$ cat src/rtl/ptg_pkg.sv
// Package for the pulse train generator: item types, codes and constants.
package ptg_pkg;

  // Field widths
  localparam int COUNT_W    = 32;
  localparam int REQ_W      = 16;
  localparam int LIMIT_W    = 10;
  localparam int HALF_W     = 20;
  localparam int ELAPSED_W  = 48;
  localparam int MS_W       = 32;
  localparam int STATUS_W   = 2;
  localparam int CFG_IDX_W  = 1;

  // Defaults
  localparam int TICKS_PER_MS_DEFAULT = 1000;
  localparam logic [LIMIT_W-1:0] MIN_WIDTH_RESET = LIMIT_W'(30);
  localparam logic [LIMIT_W-1:0] MAX_WIDTH_RESET = LIMIT_W'(300);

  // Command codes
  localparam logic CMD_TICK  = 1'b0;
  localparam logic CMD_START = 1'b1;

  // Status codes
  localparam logic [STATUS_W-1:0] ST_ACCEPTED = 2'd0;
  localparam logic [STATUS_W-1:0] ST_BUSY     = 2'd1;
  localparam logic [STATUS_W-1:0] ST_ZERO     = 2'd2;
  localparam logic [STATUS_W-1:0] ST_TICK     = 2'd3;

  // Configuration register indexes
  localparam logic [CFG_IDX_W-1:0] CFG_MIN_WIDTH = 1'd0;
  localparam logic [CFG_IDX_W-1:0] CFG_MAX_WIDTH = 1'd1;

  typedef struct packed {
    logic               command;
    logic [COUNT_W-1:0] pulse_count;
    logic [REQ_W-1:0]   width_ms;
  } ptg_in_t;

  typedef struct packed {
    logic                pulse_level;
    logic                busy_flag;
    logic [STATUS_W-1:0] status;
    logic                done_flag;
    logic [COUNT_W-1:0]  done_count;
    logic [MS_W-1:0]     done_ms;
  } ptg_out_t;

  typedef struct packed {
    logic [LIMIT_W-1:0] min_width_ms;
    logic [LIMIT_W-1:0] max_width_ms;
  } ptg_limits_t;

endpackage

$ cat src/rtl/ptg_core.sv
// Train state and per-item result logic of the pulse train generator.
module ptg_core import ptg_pkg::*; #(
  parameter int TICKS_PER_MS = TICKS_PER_MS_DEFAULT
) (
  input  logic        clk,
  input  logic        rst,
  input  logic        enable,
  input  ptg_in_t     item,
  input  ptg_limits_t limits,
  output ptg_out_t    result
);

  localparam int PROD_W = LIMIT_W + $clog2(TICKS_PER_MS + 1);
  localparam int REM_W  = $clog2(TICKS_PER_MS + 1);

  // Train state
  logic                 level, level_next;
  logic                 running, running_next;
  logic [COUNT_W-1:0]   pulses_left, pulses_left_next;
  logic [HALF_W-1:0]    half_period, half_period_next;
  logic [HALF_W-1:0]    half_counter, half_counter_next;
  logic [COUNT_W-1:0]   requested_count, requested_count_next;
  logic [ELAPSED_W-1:0] elapsed_ticks, elapsed_ticks_next;
  // Quotient and remainder of elapsed_ticks by TICKS_PER_MS, kept incrementally
  logic [MS_W-1:0]      ms_count, ms_count_next;
  logic [REM_W-1:0]     rem_count, rem_count_next;

  // Width clamp and half period
  logic [REQ_W-1:0]   width_raised;
  logic [LIMIT_W-1:0] width_clamped;
  logic [PROD_W-1:0]  half_product;
  logic [HALF_W-1:0]  half_inc;
  logic [COUNT_W-1:0] pulses_dec;

  always_comb begin
    width_raised = (item.width_ms < REQ_W'(limits.min_width_ms)) ?
                   REQ_W'(limits.min_width_ms) : item.width_ms;
    width_clamped = (width_raised > REQ_W'(limits.max_width_ms)) ?
                    limits.max_width_ms : width_raised[LIMIT_W-1:0];
    half_product = PROD_W'(width_clamped) * PROD_W'(TICKS_PER_MS);
  end

  // Next state and result
  always_comb begin
    level_next           = level;
    running_next         = running;
    pulses_left_next     = pulses_left;
    half_period_next     = half_period;
    half_counter_next    = half_counter;
    requested_count_next = requested_count;
    elapsed_ticks_next   = elapsed_ticks;
    ms_count_next        = ms_count;
    rem_count_next       = rem_count;
    half_inc             = half_counter + HALF_W'(1);
    pulses_dec           = pulses_left;
    result               = '0;

    if (item.command == CMD_START) begin
      if (running) begin
        result.status = ST_BUSY;
      end else if (item.pulse_count == '0) begin
        result.status = ST_ZERO;
      end else begin
        half_period_next     = HALF_W'(half_product);
        half_counter_next    = '0;
        pulses_left_next     = item.pulse_count;
        requested_count_next = item.pulse_count;
        level_next           = 1'b0;
        elapsed_ticks_next   = '0;
        ms_count_next        = '0;
        rem_count_next       = '0;
        running_next         = 1'b1;
        result.status        = ST_ACCEPTED;
      end
    end else begin
      result.status = ST_TICK;
      if (running) begin
        // elapsed time: wraps with the 48-bit tick count
        elapsed_ticks_next = elapsed_ticks + ELAPSED_W'(1);
        if (elapsed_ticks == '1) begin
          ms_count_next  = '0;
          rem_count_next = '0;
        end else if (rem_count == REM_W'(TICKS_PER_MS - 1)) begin
          ms_count_next  = ms_count + MS_W'(1);
          rem_count_next = '0;
        end else begin
          rem_count_next = rem_count + REM_W'(1);
        end
        // half period expiry toggles the pin; a falling edge uses a pulse
        half_counter_next = half_inc;
        if (half_inc >= half_period) begin
          half_counter_next = '0;
          level_next        = ~level;
          if (level) begin
            if (pulses_left != '0) pulses_dec = pulses_left - COUNT_W'(1);
            pulses_left_next = pulses_dec;
            if (pulses_dec == '0) begin
              running_next      = 1'b0;
              level_next        = 1'b0;
              result.done_flag  = 1'b1;
              result.done_count = requested_count;
              result.done_ms    = ms_count_next;
            end
          end
        end
      end
    end

    result.pulse_level = level_next;
    result.busy_flag   = running_next;
  end

  // State registers
  always_ff @(posedge clk) begin
    if (rst) begin
      level           <= 1'b0;
      running         <= 1'b0;
      pulses_left     <= '0;
      half_period     <= '0;
      half_counter    <= '0;
      requested_count <= '0;
      elapsed_ticks   <= '0;
      ms_count        <= '0;
      rem_count       <= '0;
    end else if (enable) begin
      level           <= level_next;
      running         <= running_next;
      pulses_left     <= pulses_left_next;
      half_period     <= half_period_next;
      half_counter    <= half_counter_next;
      requested_count <= requested_count_next;
      elapsed_ticks   <= elapsed_ticks_next;
      ms_count        <= ms_count_next;
      rem_count       <= rem_count_next;
    end
  end

endmodule

$ cat src/rtl/pulse_train_generator.sv
// An accepted item goes through the input register and then the result register.
// Throughput: one item per cycle while out_stall is low; the result and input registers
// each hold one item, so a new item is taken while a finished result waits to be taken.
// Elapsed milliseconds come from a running quotient/remainder counter pair, no divider.
// Reset (synchronous, rst high): train idle, pin low, limits 30 ms and 300 ms, both empty.
module pulse_train_generator import ptg_pkg::*; #(
  parameter int TICKS_PER_MS = TICKS_PER_MS_DEFAULT
) (
  input  logic                 clk,
  input  logic                 rst,
  input  logic                 in_valid,
  output logic                 in_stall,
  input  ptg_in_t              in_item,
  output logic                 out_valid,
  input  logic                 out_stall,
  output ptg_out_t             out_item,
  input  logic                 cfg_valid,
  output logic                 cfg_ready,
  input  logic [CFG_IDX_W-1:0] cfg_index,
  input  logic [LIMIT_W-1:0]   cfg_data
);

  ptg_limits_t limits;
  logic        s1_valid;
  ptg_in_t     s1_item;
  ptg_out_t    result;
  logic        out_free;
  logic        advance;
  logic        in_accept;

  // Handshake control
  assign out_free  = !out_valid || !out_stall;
  assign advance   = s1_valid && out_free;
  assign in_stall  = s1_valid && !out_free;
  assign in_accept = in_valid && !in_stall;
  assign cfg_ready = 1'b1;

  // Configuration registers
  always_ff @(posedge clk) begin
    if (rst) begin
      limits.min_width_ms <= MIN_WIDTH_RESET;
      limits.max_width_ms <= MAX_WIDTH_RESET;
    end else if (cfg_valid && cfg_ready) begin
      unique case (cfg_index)
        CFG_MIN_WIDTH: limits.min_width_ms <= cfg_data;
        CFG_MAX_WIDTH: limits.max_width_ms <= cfg_data;
        default: ;
      endcase
    end
  end

  // Input register
  always_ff @(posedge clk) begin
    if (rst) begin
      s1_valid <= 1'b0;
    end else if (in_accept) begin
      s1_valid <= 1'b1;
    end else if (advance) begin
      s1_valid <= 1'b0;
    end
  end

  always_ff @(posedge clk) begin
    if (in_accept) s1_item <= in_item;
  end

  // Train state and result logic
  ptg_core #(
    .TICKS_PER_MS(TICKS_PER_MS)
  ) u_core (
    .clk    (clk),
    .rst    (rst),
    .enable (advance),
    .item   (s1_item),
    .limits (limits),
    .result (result)
  );

  // Result register
  always_ff @(posedge clk) begin
    if (rst) begin
      out_valid <= 1'b0;
    end else if (advance) begin
      out_valid <= 1'b1;
    end else if (!out_stall) begin
      out_valid <= 1'b0;
    end
  end

  always_ff @(posedge clk) begin
    if (advance) out_item <= result;
  end

`ifndef NO_ASSERTIONS
  // done is only reported by the tick that stops the train
  a_done_stops: assert property (@(posedge clk) disable iff (rst)
    out_valid && out_item.done_flag |-> !out_item.busy_flag && out_item.status == ST_TICK)
    else $error("done reported while train still busy or on a request");

  // an idle train always drives the pin low
  a_idle_low: assert property (@(posedge clk) disable iff (rst)
    out_valid && !out_item.busy_flag |-> !out_item.pulse_level)
    else $error("pin high while train idle");

  // input side only stalls when the result register is held
  a_stall_cause: assert property (@(posedge clk) disable iff (rst)
    in_stall |-> out_valid && out_stall && s1_valid)
    else $error("input stalled without a held result");

  // a held result does not move to a new item
  a_no_overwrite: assert property (@(posedge clk) disable iff (rst)
    out_valid && out_stall |=> out_valid && $stable(out_item))
    else $error("held result lost or changed");
`endif

endmodule

$ cat config.mk
export PLATFORM = sky130hd
export DESIGN_NAME = pulse_train_generator
export DESIGN_NICKNAME = d
export VERILOG_FILES = /design/src/rtl/ptg_pkg.sv /design/src/rtl/ptg_core.sv /design/src/rtl/pulse_train_generator.sv
export SDC_FILE = /design/constraint.sdc
export NUM_CORES = 1
export LEC_CHECK = 0
export BUFFER_PORTS_ARGS = -buffer_cell sky130_fd_sc_hd__buf_2
export CAP_MARGIN = 20
export CORE_MARGIN = 2
export CORE_UTILIZATION = 25
export DETAILED_ROUTE_END_ITERATION = 10
export GPL_TIMING_DRIVEN = 1
export SETUP_SLACK_MARGIN = 0.2
export SLEW_MARGIN = 10
export SYNTH_ARGS = -nofsm -noshare
export SYNTH_HDL_FRONTEND = slang
export SYNTH_SLANG_ARGS = --single-unit
$ cat constraint.sdc
create_clock -name clk -period 7.5 [get_ports clk]
set_clock_uncertainty 0.05 [all_clocks]
set_input_delay 0.375 -clock clk [delete_from_list [all_inputs] [get_ports clk]]
set_output_delay 0.375 -clock clk [all_outputs]
set_load 0.02 [all_outputs]
==> metrics.cfg <==
[floorplanning]
die_area_um2=73010
initial_core_util_pct=25.26
rows=97
die_y_um=270.2
ios=137
coreArea_um2=70150
die_w_um=270.2

[synth]
postSynthCellCount=1894
yosysUniqueCellTypes=78
synth_area_per_cell_um2=9.354
ys.warnings.count=0
synth_seq_cells=333
yosys.area.top_type=dfxtp_1
async_flop_share_pct=0
ys.flop_type=dfxtp_1
yosys-top-cells-area=dfxtp_1 24%, edfxtp_1 20%, ha_1 6.1%
ys_seq_area_share_pct=44.29
synth_enable_flop_cells=118
syn-cell-area_um2=17720
synth_nets=2074
yosysTopAreaCellShare_pct=24.29

[setup_path]
max_stage_delay_ns=0.54
worst_setup_path_start_kind=flop
worst_path_max_delay_cell=or4_4
cp_max_fo=7
cp_common_cell=fa_1
crit_family=adder cells
critPathCaptureType=flop
path_depth=27
arrival_ns=7.78
path_class=flop to flop
crit_required_ns=7.93
cp_num_buf_inv=4
reg2regPathDepth=27

[power]
cellPowerDensity_nw_per_um2=229.1
power_leakage_nw=7.996
vdd_drop_max_uv=147.3

[final_layout]
fillerInstances=7364
area_growth_syn_to_layout_pct=22.15
design_area_um2=21640
final_layout_size_suffix_gt1_share_pct=16.62
finalNonFillerCells=3052
diodes=0
nets=2260

[clock_network]
cts_tree=built
clkTransAtPathRegs_ns=0.06
clockRootBuffer=clkbuf_16
clk-insertion-delay-late_ns=0.58
htree_num_levels=2
clockBufferDepth=3
cts.sinks=333
cts-buffers-inserted=40

[detailed_routing]
post-route-drc-count=0
routedWlPerCell_um=14.99
ant_nets=0
wl_mm=45.75
drtIter0Drc=805
vias=14174
drt_first_pass_iters=7
viasPerCell=4.644

[timing]
maxSlewHeadroom_pct=32.50
rsz0062_at_grt=yes
fin_crit_ns=7.348
worst_slew_pin_slew_ns=1.013
report.final.setup_viol=0
final.setup.worst_slack_ns=0.1516
slew_violations=0
fmax_mhz=136.1
hold_viol_final=0
holdWs_ns=0.03263
post-route-period-util_pct=97.98

[place]
postPlaceCellArea_um2=19530
gp_congestion=0.8208
dp_hpwl_mm=30.74
post-place-ws_ns=0.04567
placedCellCount=2905
port_buffers=135

[worst_hold_path]
hold_path_class=input port to flop
hold_depth=3

[global_routing]
grt_pass1_wl_mm=74.40
overflow=0
grt_pass1_vias=13869
grt_usage_pct=12.43
grt_start_max_net_pins=73
antenna_found_initial=1

[outcome]
status=finished clean

[job]
cap_violations=0

[worst min-delay path: cells and delay by family]
| kind | cells | cell delay [ns] |
|---|---|---|
| simple gates | 1 | 0.05 |
| compound gates | 1 | 0.08 |
| buf+inv | 1 | 0.10 |
[where the power goes]
| part | internal [mW] | switching [mW] | leakage, nW | total [mW] |
|---|---|---|---|---|
| Clock | 1.06 | 0.804 | 0.607 | 1.87 |
| Sequential | 1.93 | 0.0432 | 2.84 | 1.97 |
| Combinational | 0.495 | 0.624 | 4.55 | 1.12 |
| Total | 3.49 | 1.47 | 8.00 | 4.96 |
[per-stage QoR]
step | utilization (%) | total power [mW] | TNS (ns)
finish | 30.85 | 4.958 | 0
global route | 30.85 | 5.239 | -0.4716
CTS | 30.65 | 4.955 | 0
detailed placement | 27.84 | 3.021 | 0
global placement | 27.80 | 3.018 | 0
floorplan | - | 2.786 | 0
[cells in the mapped netlist, types with 9 or more instances]
master / instances
a211oi_1: 17
a21o_1: 14
a21oi_1: 145
a22oi_1: 14
and2_1: 43
and3_1: 38
and4_1: 15
clkbuf_1: 76
dfxtp_1: 215
edfxtp_1: 118
fa_1: 29
ha_1: 86
inv_1: 94
mux2_2: 16
mux2i_1: 11
nand2_1: 196
nand3_1: 63
nand3b_1: 18
nand4_1: 32
nor2_1: 177
nor3_1: 37
nor3_2: 30
nor4_1: 21
o21ai_0: 80
o22ai_1: 9
or2_2: 9
or3_1: 21
or4_1: 13
xnor2_1: 58
xor2_1: 66
[registers in the layout, indices dropped and copies added (netlist names)]
| name | cells |
|---|---|
| out_item | 69 |
| s1_valid | 1 |
| u_core.half_period | 17 |
| out_valid | 1 |
| u_core.pulses_left | 32 |
| u_core.ms_count | 32 |
| u_core.running | 1 |
| limits | 20 |
| u_core.rem_count | 10 |
| s1_item | 49 |
| u_core.elapsed_ticks | 48 |
| u_core.level | 1 |
| u_core.requested_count | 32 |
| u_core.half_counter | 20 |
[logic make-up (layout without fill, tap and decap cells)]
kind of cell / Yosys count / in the layout / synth area share (%)
XOR/XNOR: 124 / 124 / 6.130
other: 1 / 1 / 0.02117
AO/OA/AOI/OAI: 356 / 356 / 12.29
adder cells (fa/ha/maj): 115 / 115 / 9.350
multiplexers: 27 / 27 / 1.638
flip-flops: 333 / 333 / 44.29
AND/OR/NAND/NOR: 751 / 751 / 21.94
buffers and inverters: 187 / 405 / 4.336
[worst paths after layout]
| check | slack [ns] | end | from |
|---|---|---|---|
| worst max-delay path | 0.15 | u_core.half_period[17]$_SDFFE_PP0P_ | s1_item[14]$_DFFE_PP_ |
| worst min-delay path | 0.03 | limits[2]$_SDFFE_PP1P_ | cfg_data[2] |
| worst min register to register | 0.40 | u_core.requested_count[24]$_SDFFE_PP0P_ | u_core.requested_count[24]$_SDFFE_PP0P_ |
| worst max register to register | 0.15 | u_core.half_period[17]$_SDFFE_PP0P_ | s1_item[14]$_DFFE_PP_ |
[layout make-up]
class                      count  area [µm²]  area share [%]
tap                          940        1176           5.434
clock buffer                  48        1031           4.764
inverter                      96       362.8           1.677
sequential                   333        7848           36.26
clock inverter                26       227.7           1.052
timing repair buffer         235        1597           7.377
multi-input combinational   1374        9400           43.44
[per-layer routing]
| layer | vias up | track usage (%) | wire (µm) |
|---|---|---|---|
| met5 | - | 0 | 11 |
| met2 | 282 | 20.68 | 21320 |
| met1 | 6746 | 16.22 | 21150 |
| met3 | 73 | 2.356 | 2137 |
| met4 | 2 | 3.911 | 1133 |
| li1 | 7071 | - | - |
[layout by cell type (no fill, tap or decap), types with 20 or more instances in the layout]
cell / instances
buf_4: 40
nand3_1: 63
nor4_1: 21
clkbuf_16: 40
fa_1: 29
nor3_1: 36
dlygate4sd3_1: 57
and2_1: 42
o21ai_0: 78
a21oi_1: 138
dfxtp_1: 215
nand4_1: 32
inv_1: 91
ha_1: 80
or3_1: 20
nor2_1: 176
nor3_2: 31
buf_2: 135
nand2_1: 193
xnor2_1: 58
and3_1: 38
xor2_1: 66
edfxtp_1: 118
[timing repair]
item	in CTS	in global routing
endpoints found under the setup margin	6	9
pin swaps	7	17
buffers inserted	9	6
hold buffers	57	0
gates cloned	1	0
endpoints found under the hold margin	58	0
resized for setup	13	19
No activity file was read; power rests on OpenSTA's default activity.
